===== src/hw/rtl/assert_macros.svh =====
// assertion helpers for the rtl
`ifndef ASSERT_MACROS_SVH
`define ASSERT_MACROS_SVH

// same-cycle implication
`define ASSERT_IMPL(name, clk, rst_n, ante, cons) \
	name: assert property (@(posedge clk) disable iff (!rst_n) (ante) |-> (cons)) \
		else $error("assertion failed");

// next-cycle implication
`define ASSERT_NEXT(name, clk, rst_n, ante, cons) \
	name: assert property (@(posedge clk) disable iff (!rst_n) (ante) |=> (cons)) \
		else $error("assertion failed");

`endif


===== src/hw/rtl/hnm_pkg.sv =====
package hnm_pkg;

	localparam int CFG_IDX_W  = 2;
	localparam int CFG_DATA_W = 13;
	localparam int CFG_WID_W  = 12;
	localparam int CFG_HGT_W  = 13;

	localparam logic [CFG_IDX_W-1:0] REG_IMAGE_WIDTH  = 2'd0;
	localparam logic [CFG_IDX_W-1:0] REG_IMAGE_HEIGHT = 2'd1;

	localparam logic OP_PIXEL = 1'b0;
	localparam logic OP_DRAIN = 1'b1;

	localparam int PIX_W  = 8;
	localparam int DIFF_W = 9;
	localparam int COL_W  = 11;
	localparam int ROW_W  = 12;
	localparam int NS_W   = 16;
	localparam int NY_W   = 15;
	localparam int Q_W    = 15;
	localparam int LEN_W  = 17;

	localparam logic [Q_W-1:0] Q_ONE = 15'd16384;

	typedef logic [1:0] line_t;

	// one normal request between front and back
	typedef struct packed {
		logic signed [DIFF_W-1:0] a;
		logic signed [DIFF_W-1:0] b;
		logic [COL_W-1:0]         col;
		logic [ROW_W-1:0]         row;
		logic                     done;
	} qitem_t;

	typedef struct packed {
		logic full;
		logic empty;
	} qstat_t;

	typedef enum logic [1:0] {F_IDLE, F_READ, F_PUSH} front_state_t;
	typedef enum logic [2:0] {B_IDLE, B_LEN, B_SQ, B_CMP, B_HOLD} back_state_t;

	// line stores rotate modulo three
	function automatic line_t line_next(line_t l);
		line_t r;
		r = (l == 2'd2) ? 2'd0 : line_t'(l + 2'd1);
		return r;
	endfunction

	function automatic line_t line_prev(line_t l);
		line_t r;
		r = (l == 2'd0) ? 2'd2 : line_t'(l - 2'd1);
		return r;
	endfunction

endpackage


===== src/hw/rtl/hnm_fifo.sv =====
module hnm_fifo import hnm_pkg::*; (
	input  logic   clk,
	input  logic   arst_n,
	input  logic   push,
	input  qitem_t push_item,
	input  logic   pop,
	output qitem_t pop_item,
	output qstat_t stat
);

	qitem_t     mem_q [2];
	logic       wp_q, rp_q;
	logic [1:0] cnt_q;

	assign pop_item   = mem_q[rp_q];
	assign stat.full  = (cnt_q == 2'd2);
	assign stat.empty = (cnt_q == 2'd0);

	// pointers and fill count
	always_ff @(posedge clk or negedge arst_n) begin
		if (!arst_n) begin
			wp_q  <= 1'b0;
			rp_q  <= 1'b0;
			cnt_q <= 2'd0;
		end else begin
			if (push) wp_q <= !wp_q;
			if (pop) rp_q <= !rp_q;
			cnt_q <= cnt_q + {1'b0, push} - {1'b0, pop};
		end
	end

	// entry storage
	always_ff @(posedge clk) begin
		if (push) mem_q[wp_q] <= push_item;
	end

endmodule


===== config.mk =====
export PLATFORM = sky130hd
export DESIGN_NAME = hnm_fifo
export DESIGN_NICKNAME = d
export VERILOG_FILES = /design/src/hw/rtl/assert_macros.svh /design/src/hw/rtl/hnm_pkg.sv /design/src/hw/rtl/hnm_fifo.sv
export SDC_FILE = /design/constraint.sdc
export NUM_CORES = 1
export LEC_CHECK = 0
export BUFFER_PORTS_ARGS = -buffer_cell sky130_fd_sc_hd__buf_4
export CAP_MARGIN = 5
export CORE_MARGIN = 3
export CORE_UTILIZATION = 50
export DETAILED_ROUTE_END_ITERATION = 16
export PLACE_DENSITY = 0.76
export SLEW_MARGIN = 10
export SYNTH_ARGS = -nofsm -noshare
export SYNTH_HDL_FRONTEND = slang
export SYNTH_SLANG_ARGS = --single-unit

===== constraint.sdc =====
create_clock -name clk -period 8.1 [get_ports clk]
set_input_delay 0.81 -clock clk [delete_from_list [all_inputs] [get_ports clk]]
set_output_delay 0.81 -clock clk [all_outputs]
set_load 0.02 [all_outputs]

==> run_results.csv, run 1 <==
group,metric,value,unit
outcome,status,"complete, no violations",
logic_synthesis,synth_top_family_by_area,"multiplexers",
die,io_pins,90,
clock_tree,cts-root-buf,"clkbuf_8",
logic_synthesis,syn_area,3430,um2
place,gp_congestion,0.6833,
die,row_count,29,
die,die_area,7889,um2
timing,worst_slew_pin_slew,0.9912,ns
logic_synthesis,netlist_instances,146,
routing,routed_wl,5.408,mm
timing,finalSetupViolations,0,
routing,initialDrtViolationCount,71,
routing,routedWlPerCell,16.64,um
pwr,power.share.sequential,43.4,%
die,die_h,88.82,um
hold_path,hold_path.class,"input pin to async pin",
timing,setup_tns,0,ns
worst_setup_path,crit_path_start_kind,"register",
logic_synthesis,synth_edf_count,84,
worst_setup_path,arrival,2.01,ns
worst_setup_path,cp_max_fo,35,
global_routing,grt_max_degree,43,
clock_tree,cts_max_level,3,
logic_synthesis,synth_mux_area_share,18.06,%
logic_synthesis,ys_warn_count,0,
logic_synthesis,synth.distinct_cells,13,
timing,rsz0062_at_grt,"false",
timing,finalMaxSlewViolations,0,
pwr,power_density,344.1,nW/um2
die,die_w,88.82,um
clock_tree,post_cts_buffers,0,
worst_setup_path,startpoint,"rp_q$_DFFE_PN0P_",
pwr,p_sw_share,31.66,%
routing,drc_errors,0,
routing,via_per_inst,4.923,
logic_synthesis,synth-xor-area-share,1.204,%
die,start_util,52.80,%
final_layout,n_fill_cell,443,
logic_synthesis,synthArstFlopShare,4.545,%
routing,final_antenna_net_count,0,
clock_tree,cts.sinks,88,
job,maxCapViolCount,0,
logic_synthesis,synthTopCellsByArea,"edfxtp_1 74%, mux2_4 17%, dfrtp_1 2.9%",
logic_synthesis,synth_compound_area_share,0,%
pwr,pwr-share-comb,39.3,%
clock_tree,clockBufferDepth,2,
final_layout,drive_gt1_share,60.89,%
timing,post-route-min-period,2.824,ns
logic_synthesis,yosys.area.top_type_share,73.55,%
die,core,6495,um2
global_routing,antenna_found_initial,0,
logic_synthesis,synth_area_per_cell,23.49,um2
timing,hold_violations,0,
pwr,leakage,0.001748,uW
final_layout,diodes,0,
logic_synthesis,synth.top_cells.by_count,"84 x edfxtp_1, 39 x mux2_4, 4 x buf_12, 4 x dfrtp_1, 3 x mux2_2",
timing,fmax,354.1,MHz
timing,slew_headroom,33.92,%
final_layout,stdcell_area,4300,um2
clock_tree,clkLatencyLatePin,0.33,ns
logic_synthesis,synthAdderAreaFrac,0.7297,%
clock_tree,clkTransAtPathRegs,0.08,ns
place,hpwl,3.711,mm
pwr,p_switching,468.5,uW
timing,finClkSkew,0.007065,ns
pwr,clkPwrFrac,17.3,%
place,postPlaceCellArea,4128,um2
global_routing,grt_overflow,0,
routing,dr.pass1.iters,4,
place,numPortBuffers,89,
global_routing,grt_pass1_vias,1670,
worst_setup_path,worstPathRequired,7.29,ns
logic_synthesis,synth_most_common_cell,"edfxtp_1",
pwr,vdd_ir_drop_max,0.2171,mV
clock_tree,cts_tree,"built",
final_layout,area_delta_synth_final,25.39,%
clock_tree,cts_hold_buf,0,
timing,period_share,34.86,%
logic_synthesis,synth_ff_type,"edfxtp_1",
global_routing,grt_pass1_wl,8.135,mm
clock_tree,cts_buffers,9,
logic_synthesis,yosysTopAreaCell,"edfxtp_1",
logic_synthesis,synth_seq_cells,88,
clock_tree,post_cts_resized,0,
pwr,p_int,1011,uW
logic_synthesis,ys_seq_area_share,76.47,%
logic_synthesis,synthSimpleGateAreaFrac,0.6567,%
worst_setup_path,crit_type,"register to primary output",
final_layout,layout.nets,291,
worst_setup_path,end_kind,"primary output",
worst_setup_path,r2r-start,"wp_q$_DFFE_PN0P_",
routing,vias,1600,
global_routing,track_usage,14.36,%
logic_synthesis,synthesis.nets,194,
-- sequential cells by signal (all words and copies together), names as in the netlist --
| signal | flops |
|---|---|
| cnt_q | 2 |
| mem_q | 84 |
| rp_q | 1 |
| wp_q | 1 |
-- kinds of logic (layout without fill, tap and decap cells) --
group	count (synthesis)	in the layout
xor+xnor	3	3
fa+ha+maj	2	2
buf+inv	7	109
flops	88	88
mux	42	42
simple gates	4	4
-- worst max-delay path: stages, from the launching register on --
cell     delay, ns
dfrtp_2       0.51
buf_4         0.58
mux2_2        0.41
buf_4         0.16
-- cell usage in the layout, fill, tap and decap left out --
| cell | synthesis | final |
|---|---|---|
| and2_2 | 0 | 1 |
| buf_4 | 0 | 91 |
| clkbuf_8 | 0 | 9 |
| clkinv_1 | 0 | 1 |
| clkinv_2 | 0 | 1 |
| clkinv_4 | 0 | 2 |
| clkinvlp_4 | 0 | 3 |
| dfrtp_1 | 4 | 3 |
| dfrtp_2 | 0 | 1 |
| edfxtp_1 | 84 | 84 |
| ha_1 | 2 | 2 |
| inv_1 | 2 | 2 |
| mux2_2 | 3 | 3 |
| mux2_4 | 39 | 39 |
| nor2_1 | 1 | 1 |
| nor2b_1 | 2 | 1 |
| nor2b_4 | 0 | 1 |
| xor2_1 | 2 | 2 |
| xor3_1 | 1 | 1 |
-- routing by layer --
layer / wire length [um] / global-route usage [%]
met1: 2091 / 16.23
met2: 2859 / 24.70
met3: 365 / 4.097
met4: 92 / 7.418
met5: 0 / 0
-- power by group through the flow --
| stage | registers, uW | clock network, uW | logic, uW |
|---|---|---|---|
| floorplan | 638 | 0 | 442 |
| global placement | 647 | 0 | 587 |
| detailed placement | 654 | 0 | 592 |
| CTS | 644 | 265 | 594 |
| global route | 652 | 287 | 619 |
| finish | 643 | 256 | 582 |
-- metrics by stage --
| step | hold WS, ns | power, uW | utilization [%] | worst slack (ns) | instances |
|---|---|---|---|---|---|
| global placement | 0.5251 | 1234 | 63.55 | 5.627 | 309 |
| global route | 0.2262 | 1557 | 66.21 | 5.179 | 325 |
| detailed placement | 0.5291 | 1246 | 63.55 | 5.614 | 309 |
| CTS | 0.2380 | 1503 | 66.21 | 5.235 | 325 |
| finish | 0.2561 | 1480 | 66.21 | 5.276 | 325 |
| floorplan | 0.4555 | 1080 | - | 4.969 | 146 |
-- final cells by class --
type	count	area, um2	share of cell area, %
Sequential cell	88	2624	61.01
Multi-Input combinational cell	51	716.9	16.67
Timing Repair Buffer	91	683.2	15.89
Clock buffer	9	123.9	2.880
Tap cell	77	96.34	2.240
Clock inverter	7	48.80	1.135
Inverter	2	7.507	0.1746
-- worst paths after layout --
path | slack (ns) | endpoint | cells past startpoint
hold / removal | 0.26 | cnt_q[0]$_DFF_PN0_ | 1
min in group clk | 0.57 | wp_q$_DFFE_PN0P_ | 1
max in group asynchronous | 7.73 | rp_q$_DFFE_PN0P_ | 1
setup / recovery | 5.28 | pop_item[0] | 3
setup reg to reg | 6.38 | mem_q[0][15]$_DFFE_PP_ | 2
hold reg to reg | 0.57 | wp_q$_DFFE_PN0P_ | 1
(Power assumes the default switching activity.)
==> run 2: changes to the inputs <==
==> constraint.sdc (replaced) <==
create_clock -name clk -period 2.9 [get_ports clk]
set_input_delay 0.29 -clock clk [delete_from_list [all_inputs] [get_ports clk]]
set_output_delay 0.29 -clock clk [all_outputs]
set_load 0.02 [all_outputs]
==> run 2 against run 1 <==
Global-route usage is 0.14 points higher. Final cell count is 0.92% higher. Flip-flop and latch count unchanged. Utilization rose by 1.1 points. First-iteration DRC count down 39%. Die area stayed put. Cell area is 1.7% higher. Clock-buffer cell count up 2. Via count is 0.38% higher. Critical path type unchanged. Critical endpoint is now pop_item[39].
==> run_results.csv, run 2 (synthesis results as in run 1) <==
group,metric,value,unit
timing,setup_tns,0,ns
routing,vias,1606,
final_layout,n_fill_cell,445,
global_routing,antenna_found_initial,0,
final_layout,diodes,0,
pwr,p_sw_share,29.97,%
final_layout,multi_input_area,716.9,um2
final_layout,largest_register_ffs,84,
clock_tree,cts_max_level,3,
worst_setup_path,crit_path_start_kind,"register",
timing,fmax,450.9,MHz
die,row_count,29,
final_layout,area_delta_synth_final,27.54,%
die,core,6495,um2
final_layout,layout_common_cells,"93 x buf_4, 84 x edfxtp_1, 39 x mux2_4",
pwr,leakage,0.001796,uW
worst_setup_path,worstPathRequired,2.61,ns
timing,finalMaxSlewViolations,0,
routing,final_antenna_net_count,0,
die,die_area,7889,um2
timing,rsz0062_at_grt,"false",
worst_setup_path,crit_type,"register to primary output",
clock_tree,clkLatencyLatePin,0.33,ns
worst_setup_path,end_kind,"primary output",
outcome,status,"complete, no violations",
clock_tree,cts_tree,"built",
routing,via_per_inst,4.896,
routing,initialDrtViolationCount,43,
final_layout,regArea,2624,um2
clock_tree,cts.sinks,88,
clock_tree,cts-root-buf,"clkbuf_8",
hold_path,hold_path.class,"input pin to register",
timing,period_share,76.48,%
global_routing,grt_max_degree,25,
timing,slew_headroom,54.19,%
place,numPortBuffers,89,
clock_tree,cts_buffers,9,
die,die_h,88.82,um
pwr,pwr-share-comb,37.6,%
timing,post-route-min-period,2.218,ns
final_layout,reg_top3,"mem_q x84, cnt_q x2",
timing,hold_violations,0,
routing,dr.pass1.iters,4,
global_routing,grt_pass1_vias,1672,
pwr,power.share.sequential,42.6,%
global_routing,grt_pass1_wl,8.314,mm
final_layout,layout.nets,295,
worst_setup_path,arrival,1.93,ns
pwr,clkPwrFrac,19.8,%
global_routing,grt_overflow,0,
place,hpwl,3.853,mm
timing,finalSetupViolations,0,
pwr,vdd_ir_drop_max,0.4910,mV
place,gp_congestion,0.6591,
job,maxCapViolCount,0,
worst_setup_path,cp_max_fo,24,
die,io_pins,90,
pwr,power_density,987.0,nW/um2
timing,finClkSkew,0.005679,ns
die,start_util,52.80,%
routing,routed_wl,5.493,mm
timing,worst_slew_pin_slew,0.6857,ns
global_routing,track_usage,14.50,%
routing,routedWlPerCell,16.75,um
timing,fin_hold_ws,0.1360,ns
pwr,p_int,3023,uW
clock_tree,post_cts_resized,0,
pwr,p_switching,1294,uW
clock_tree,clkTransAtPathRegs,0.08,ns
clock_tree,clockBufferDepth,2,
final_layout,drive_gt1_share,60.56,%
die,die_w,88.82,um
routing,drc_errors,0,
final_layout,regMostFlops,"mem_q",
final_layout,layout_commonest_cell,"buf_4",
==> run 2: cell types whose count changed in the layout (fill, tap and decap cells not counted), moves of 2 or more <==
cell,before,now
buf_4,91,93
bufinv_16,0,2
clkbuf_1,0,2
clkinv_4,2,0
clkinvlp_4,3,0
==> run 2: path summary, 6_finish.rpt <==
kind,from,endpoint,slack [ns],depth (start not counted)
worst max-delay path,rp_q$_DFFE_PN0P_,pop_item[39],0.68,3
worst max register to register,wp_q$_DFFE_PN0P_,mem_q[0][17]$_DFFE_PP_,1.23,2
worst min register to register,wp_q$_DFFE_PN0P_,wp_q$_DFFE_PN0P_,0.54,1
min in group asynchronous,arst_n,cnt_q[0]$_DFF_PN0_,0.29,2
worst min-delay path,push_item[14],mem_q[1][14]$_DFFE_PP_,0.14,1
max in group asynchronous,arst_n,rp_q$_DFFE_PN0P_,2.50,2
==> run 2: repair_timing <==
action,CTS,global route
buffers inserted,0,0
endpoints found under the hold margin,4,0
hold buffers,1,0
==> run 2: critical path: stages (launching register included) <==
cell and delay, ns:
dfrtp_2 0.79, buf_12 0.29, mux2_4 0.34, buf_4 0.16
==> run 2: power groups by stage <==
| stage | Combinational [uW] | Sequential, uW | Clock (uW) |
|---|---|---|---|
| 2_1_floorplan | 1240 | 1780 | 0 |
| 3_3_place_gp | 1630 | 1850 | 0 |
| 3_5_place_dp | 1640 | 1870 | 0 |
| 4_1_cts | 1650 | 1840 | 885 |
| 5_1_grt | 1720 | 1870 | 939 |
| 6_report | 1620 | 1840 | 857 |
==> run 2: final cells by class <==
type                    count  area share (%)
clock inverters             4           1.602
clock buffers              11           3.003
multi-input cells          51           16.39
inverters                   2          0.1716
flip-flops and latches     88           59.98
well taps                  77           2.203
repair buffers             95           16.65
==> run 2: per-stage QoR <==
stage          instance area [um2]  worst slack [ns]  cells  power, uW  utilization, %
3_3_place_gp                  4163             1.051    312       3486           64.09
6_report                      4374            0.6821    328       4317           67.35
4_1_cts                       4374            0.6682    328       4373           67.35
5_1_grt                       4374            0.5984    328       4527           67.35
2_1_floorplan                 3430            0.1726    146       3016               -
3_5_place_dp                  4163             1.050    312       3511           64.09
==> run 2: metal layers <==
metal | share of wire (%) | global-route usage [%] | vias up
li1 | - | - | 770
met1 | 42 | 18.85 | 772
met2 | 50 | 21.59 | 58
met3 | 7.1 | 5.121 | 6
met4 | 1.2 | 7.418 | 0
met5 | 0 | 0 | -
==> run 3: changes to the inputs <==
--- a/config.mk
+++ b/config.mk
@@ -5,12 +5,13 @@
 export SDC_FILE = /design/constraint.sdc
 export NUM_CORES = 1
 export LEC_CHECK = 0
+export ABC_AREA = 1
 export BUFFER_PORTS_ARGS = -buffer_cell sky130_fd_sc_hd__buf_4
 export CAP_MARGIN = 5
 export CORE_MARGIN = 3
 export CORE_UTILIZATION = 50
 export DETAILED_ROUTE_END_ITERATION = 16
-export PLACE_DENSITY = 0.76
+export PLACE_DENSITY = 0.77
 export SLEW_MARGIN = 10
 export SYNTH_ARGS = -nofsm -noshare
 export SYNTH_HDL_FRONTEND = slang
==> constraint.sdc (replaced) <==
create_clock -name clk -period 2.05 [get_ports clk]
set_input_delay 0.205 -clock clk [delete_from_list [all_inputs] [get_ports clk]]
set_output_delay 0.205 -clock clk [all_outputs]
set_load 0.02 [all_outputs]
==> run 3 against run 2 <==
Cell area is 0.54% lower. Synthesized cell count is 67% higher. Wire length is 0.78% lower. Synthesized area is 2.8% lower. Die area is 2.7% lower. Clock skew hardly changed. Critical path depth stayed put. Flip-flop and latch count stayed put. Clock-buffer cell count is 2 lower. Sequential power is 35% higher. Via count is 23% higher. Hold slack worse by 0.099 ns. Critical path type unchanged. Largest power group unchanged. Highest routed layer unchanged.
==> run_results.csv, run 3 <==
group,metric,value,unit
clock_tree,clkLatencyLatePin,0.34,ns
pwr,vdd_ir_drop_max,1.047,mV
die,die_h,87.63,um
worst_setup_path,worstPathRequired,1.85,ns
worst_setup_path,cp_max_fo,85,
timing,fin_hold_ws,0.03712,ns
die,die_w,87.63,um
timing,rsz0062_at_grt,"false",
final_layout,n_fill_cell,474,
logic_synthesis,netlist_instances,244,
global_routing,track_usage,15.43,%
logic_synthesis,synthArstFlopShare,4.545,%
die,io_pins,90,
timing,finalSetupViolations,0,
clock_tree,clockBufferDepth,2,
global_routing,antenna_found_initial,0,
global_routing,grt_overflow,0,
clock_tree,cts_buffers,9,
worst_setup_path,end_kind,"primary output",
final_layout,layout_common_cells,"90 x buf_4, 84 x edfxtp_1, 48 x inv_1, 48 x nand2_1, 31 x o21ai_0",
logic_synthesis,synth_most_common_cell,"edfxtp_1",
logic_synthesis,synth.distinct_cells,14,
final_layout,largest_register_ffs,84,
timing,fmax,607.3,MHz
clock_tree,cts_max_level,3,
worst_setup_path,r2r-end,"mem_q[1][3]$_DFFE_PP_",
logic_synthesis,synth_ff_type,"edfxtp_1",
logic_synthesis,synth.top_cells.by_count,"84 x edfxtp_1, 49 x inv_1, 48 x nand2_1, 31 x o21ai_0, 11 x o21ai_1",
final_layout,reg_top3,"mem_q x84, cnt_q x2",
routing,initialDrtViolationCount,110,
routing,drc_errors,0,
worst_setup_path,rrSetupSlack,0.67,ns
worst_setup_path,crit_path_start_kind,"register",
outcome,status,"complete, no violations",
place,hpwl,3.525,mm
logic_synthesis,yosys.area.top_type_share,75.70,%
routing,vias,1977,
routing,routedWlPerCell,12.88,um
clock_tree,cts_tree,"built",
logic_synthesis,synth_seq_cells,88,
timing,worst_slew_pin_slew,0.4460,ns
place,numPortBuffers,89,
logic_synthesis,yosysTopAreaCell,"edfxtp_1",
routing,final_antenna_net_count,0,
clock_tree,cts.sinks,88,
timing,slew_headroom,70.22,%
die,die_area,7679,um2
timing,period_share,80.32,%
final_layout,diodes,0,
worst_setup_path,crit_path_end,"pop_item[12]",
job,maxCapViolCount,0,
logic_synthesis,ys_warn_count,0,
pwr,leakage,0.001876,uW
global_routing,grt_pass1_vias,1932,
final_layout,area_delta_synth_final,30.57,%
final_layout,drive_gt1_share,31.79,%
final_layout,layout_commonest_cell,"buf_4",
die,start_util,52.17,%
clock_tree,cts-root-buf,"clkbuf_8",
pwr,power_density,1410,nW/um2
timing,finalMaxSlewViolations,0,
timing,setup_tns,0,ns
routing,dr.pass1.iters,4,
logic_synthesis,synth_area_per_cell,13.66,um2
timing,post-route-min-period,1.647,ns
clock_tree,clkTransAtPathRegs,0.08,ns
final_layout,layout.nets,389,
logic_synthesis,synthesis.nets,292,
logic_synthesis,synth_edf_count,84,
routing,routed_wl,5.450,mm
worst_setup_path,r2r-start,"wp_q$_DFFE_PN0P_",
die,core,6386,um2
place,gp_congestion,0.6723,
logic_synthesis,ys_seq_area_share,78.71,%
logic_synthesis,syn_area,3332,um2
worst_setup_path,startpoint,"rp_q$_DFFE_PN0P_",
worst_setup_path,rr_worst_depth,3,
global_routing,grt_max_degree,86,
routing,via_per_inst,4.674,
worst_setup_path,crit_type,"register to primary output",
final_layout,regMostFlops,"mem_q",
hold_path,hold_path.class,"input pin to register",
worst_setup_path,arrival,1.44,ns
logic_synthesis,synthTopCellsByArea,"edfxtp_1 76%, inv_1 5.5%, nand2_1 5.4%",
timing,finClkSkew,0.005338,ns
global_routing,grt_pass1_wl,8.645,mm
timing,hold_violations,0,
die,row_count,29,
==> run 3: cell type report <==
type	count	area, um2	share of cell area [%]
Sequential cell	88	2624	60.31
Clock buffer	9	123.9	2.847
Multi-Input combinational cell	98	456.7	10.50
Clock inverter	7	110.1	2.531
Timing Repair Buffer	95	755.7	17.37
Inverter	49	183.9	4.228
Tap cell	77	96.34	2.215
==> run 3: how the worst min path moves through the flow <==
stage / start / slack (ns) / depth (start not counted) / endpoint
global route: push_item[22] / 0.0009 / 1 / mem_q[0][22]$_DFFE_PP_
floorplan: arst_n / -0.09 / 0 / cnt_q[0]$_DFF_PN0_
detailed placement: arst_n / 0.007 / 1 / cnt_q[0]$_DFF_PN0_
CTS: push_item[17] / 0.02 / 1 / mem_q[1][17]$_DFFE_PP_
finish: push_item[36] / 0.04 / 1 / mem_q[1][36]$_DFFE_PP_
global placement: arst_n / 0.004 / 1 / cnt_q[0]$_DFF_PN0_
==> run 3: timing repair <==
item,4_1_cts,5_1_grt
resized for setup,0,0
buffers inserted,0,0
hold endpoints to repair,4,2
hold buffers,1,1
==> run 3: logic make-up (layout without fill, tap and decap cells) <==
| family | count (synthesis) | after routing | share of synthesized area, % |
|---|---|---|---|
| and+or+nand+nor | 52 | 52 | 5.895 |
| buffers and inverters | 58 | 160 | 7.811 |
| AOI/OAI and AO/OA | 42 | 42 | 6.309 |
| adders and majority gates | 2 | 2 | 0.7509 |
| xor gates and xnor gates | 2 | 2 | 0.5258 |
| DFF | 88 | 88 | 78.71 |
==> run 3: routing by layer <==
metal / vias up / share of wire [%] / global-route usage, %
met5: - / 0 / 0
met3: 9 / 7.7 / 6.679
li1: 1006 / - / -
met1: 894 / 39 / 17.20
met2: 68 / 52 / 25.62
met4: 0 / 1.6 / 7.113
==> run 3: metrics by stage <==
stage	instance area, um2	setup slack [ns]	power [uW]	cells	util (%)
after global placement	4096	0.6703	4792	405	64.15
after CTS	4340	0.3784	6219	422	67.97
after global routing	4350	0.3036	6524	423	68.12
final	4350	0.4034	6133	423	68.12
after detailed placement	4096	0.6451	4847	405	64.15
after floorplan	3334	0.1223	3912	244	-
==> run 3: report_power, final <==
part           internal (uW)  switching (uW)
logic                    883            1390
clock network            799             567
registers               2390             102
==> run 3: critical path, stage by stage (launching register included) <==
cell and delay [ns]:
dfrtp_2 0.42, buf_12 0.19, o21ai_0 0.25, buf_4 0.19
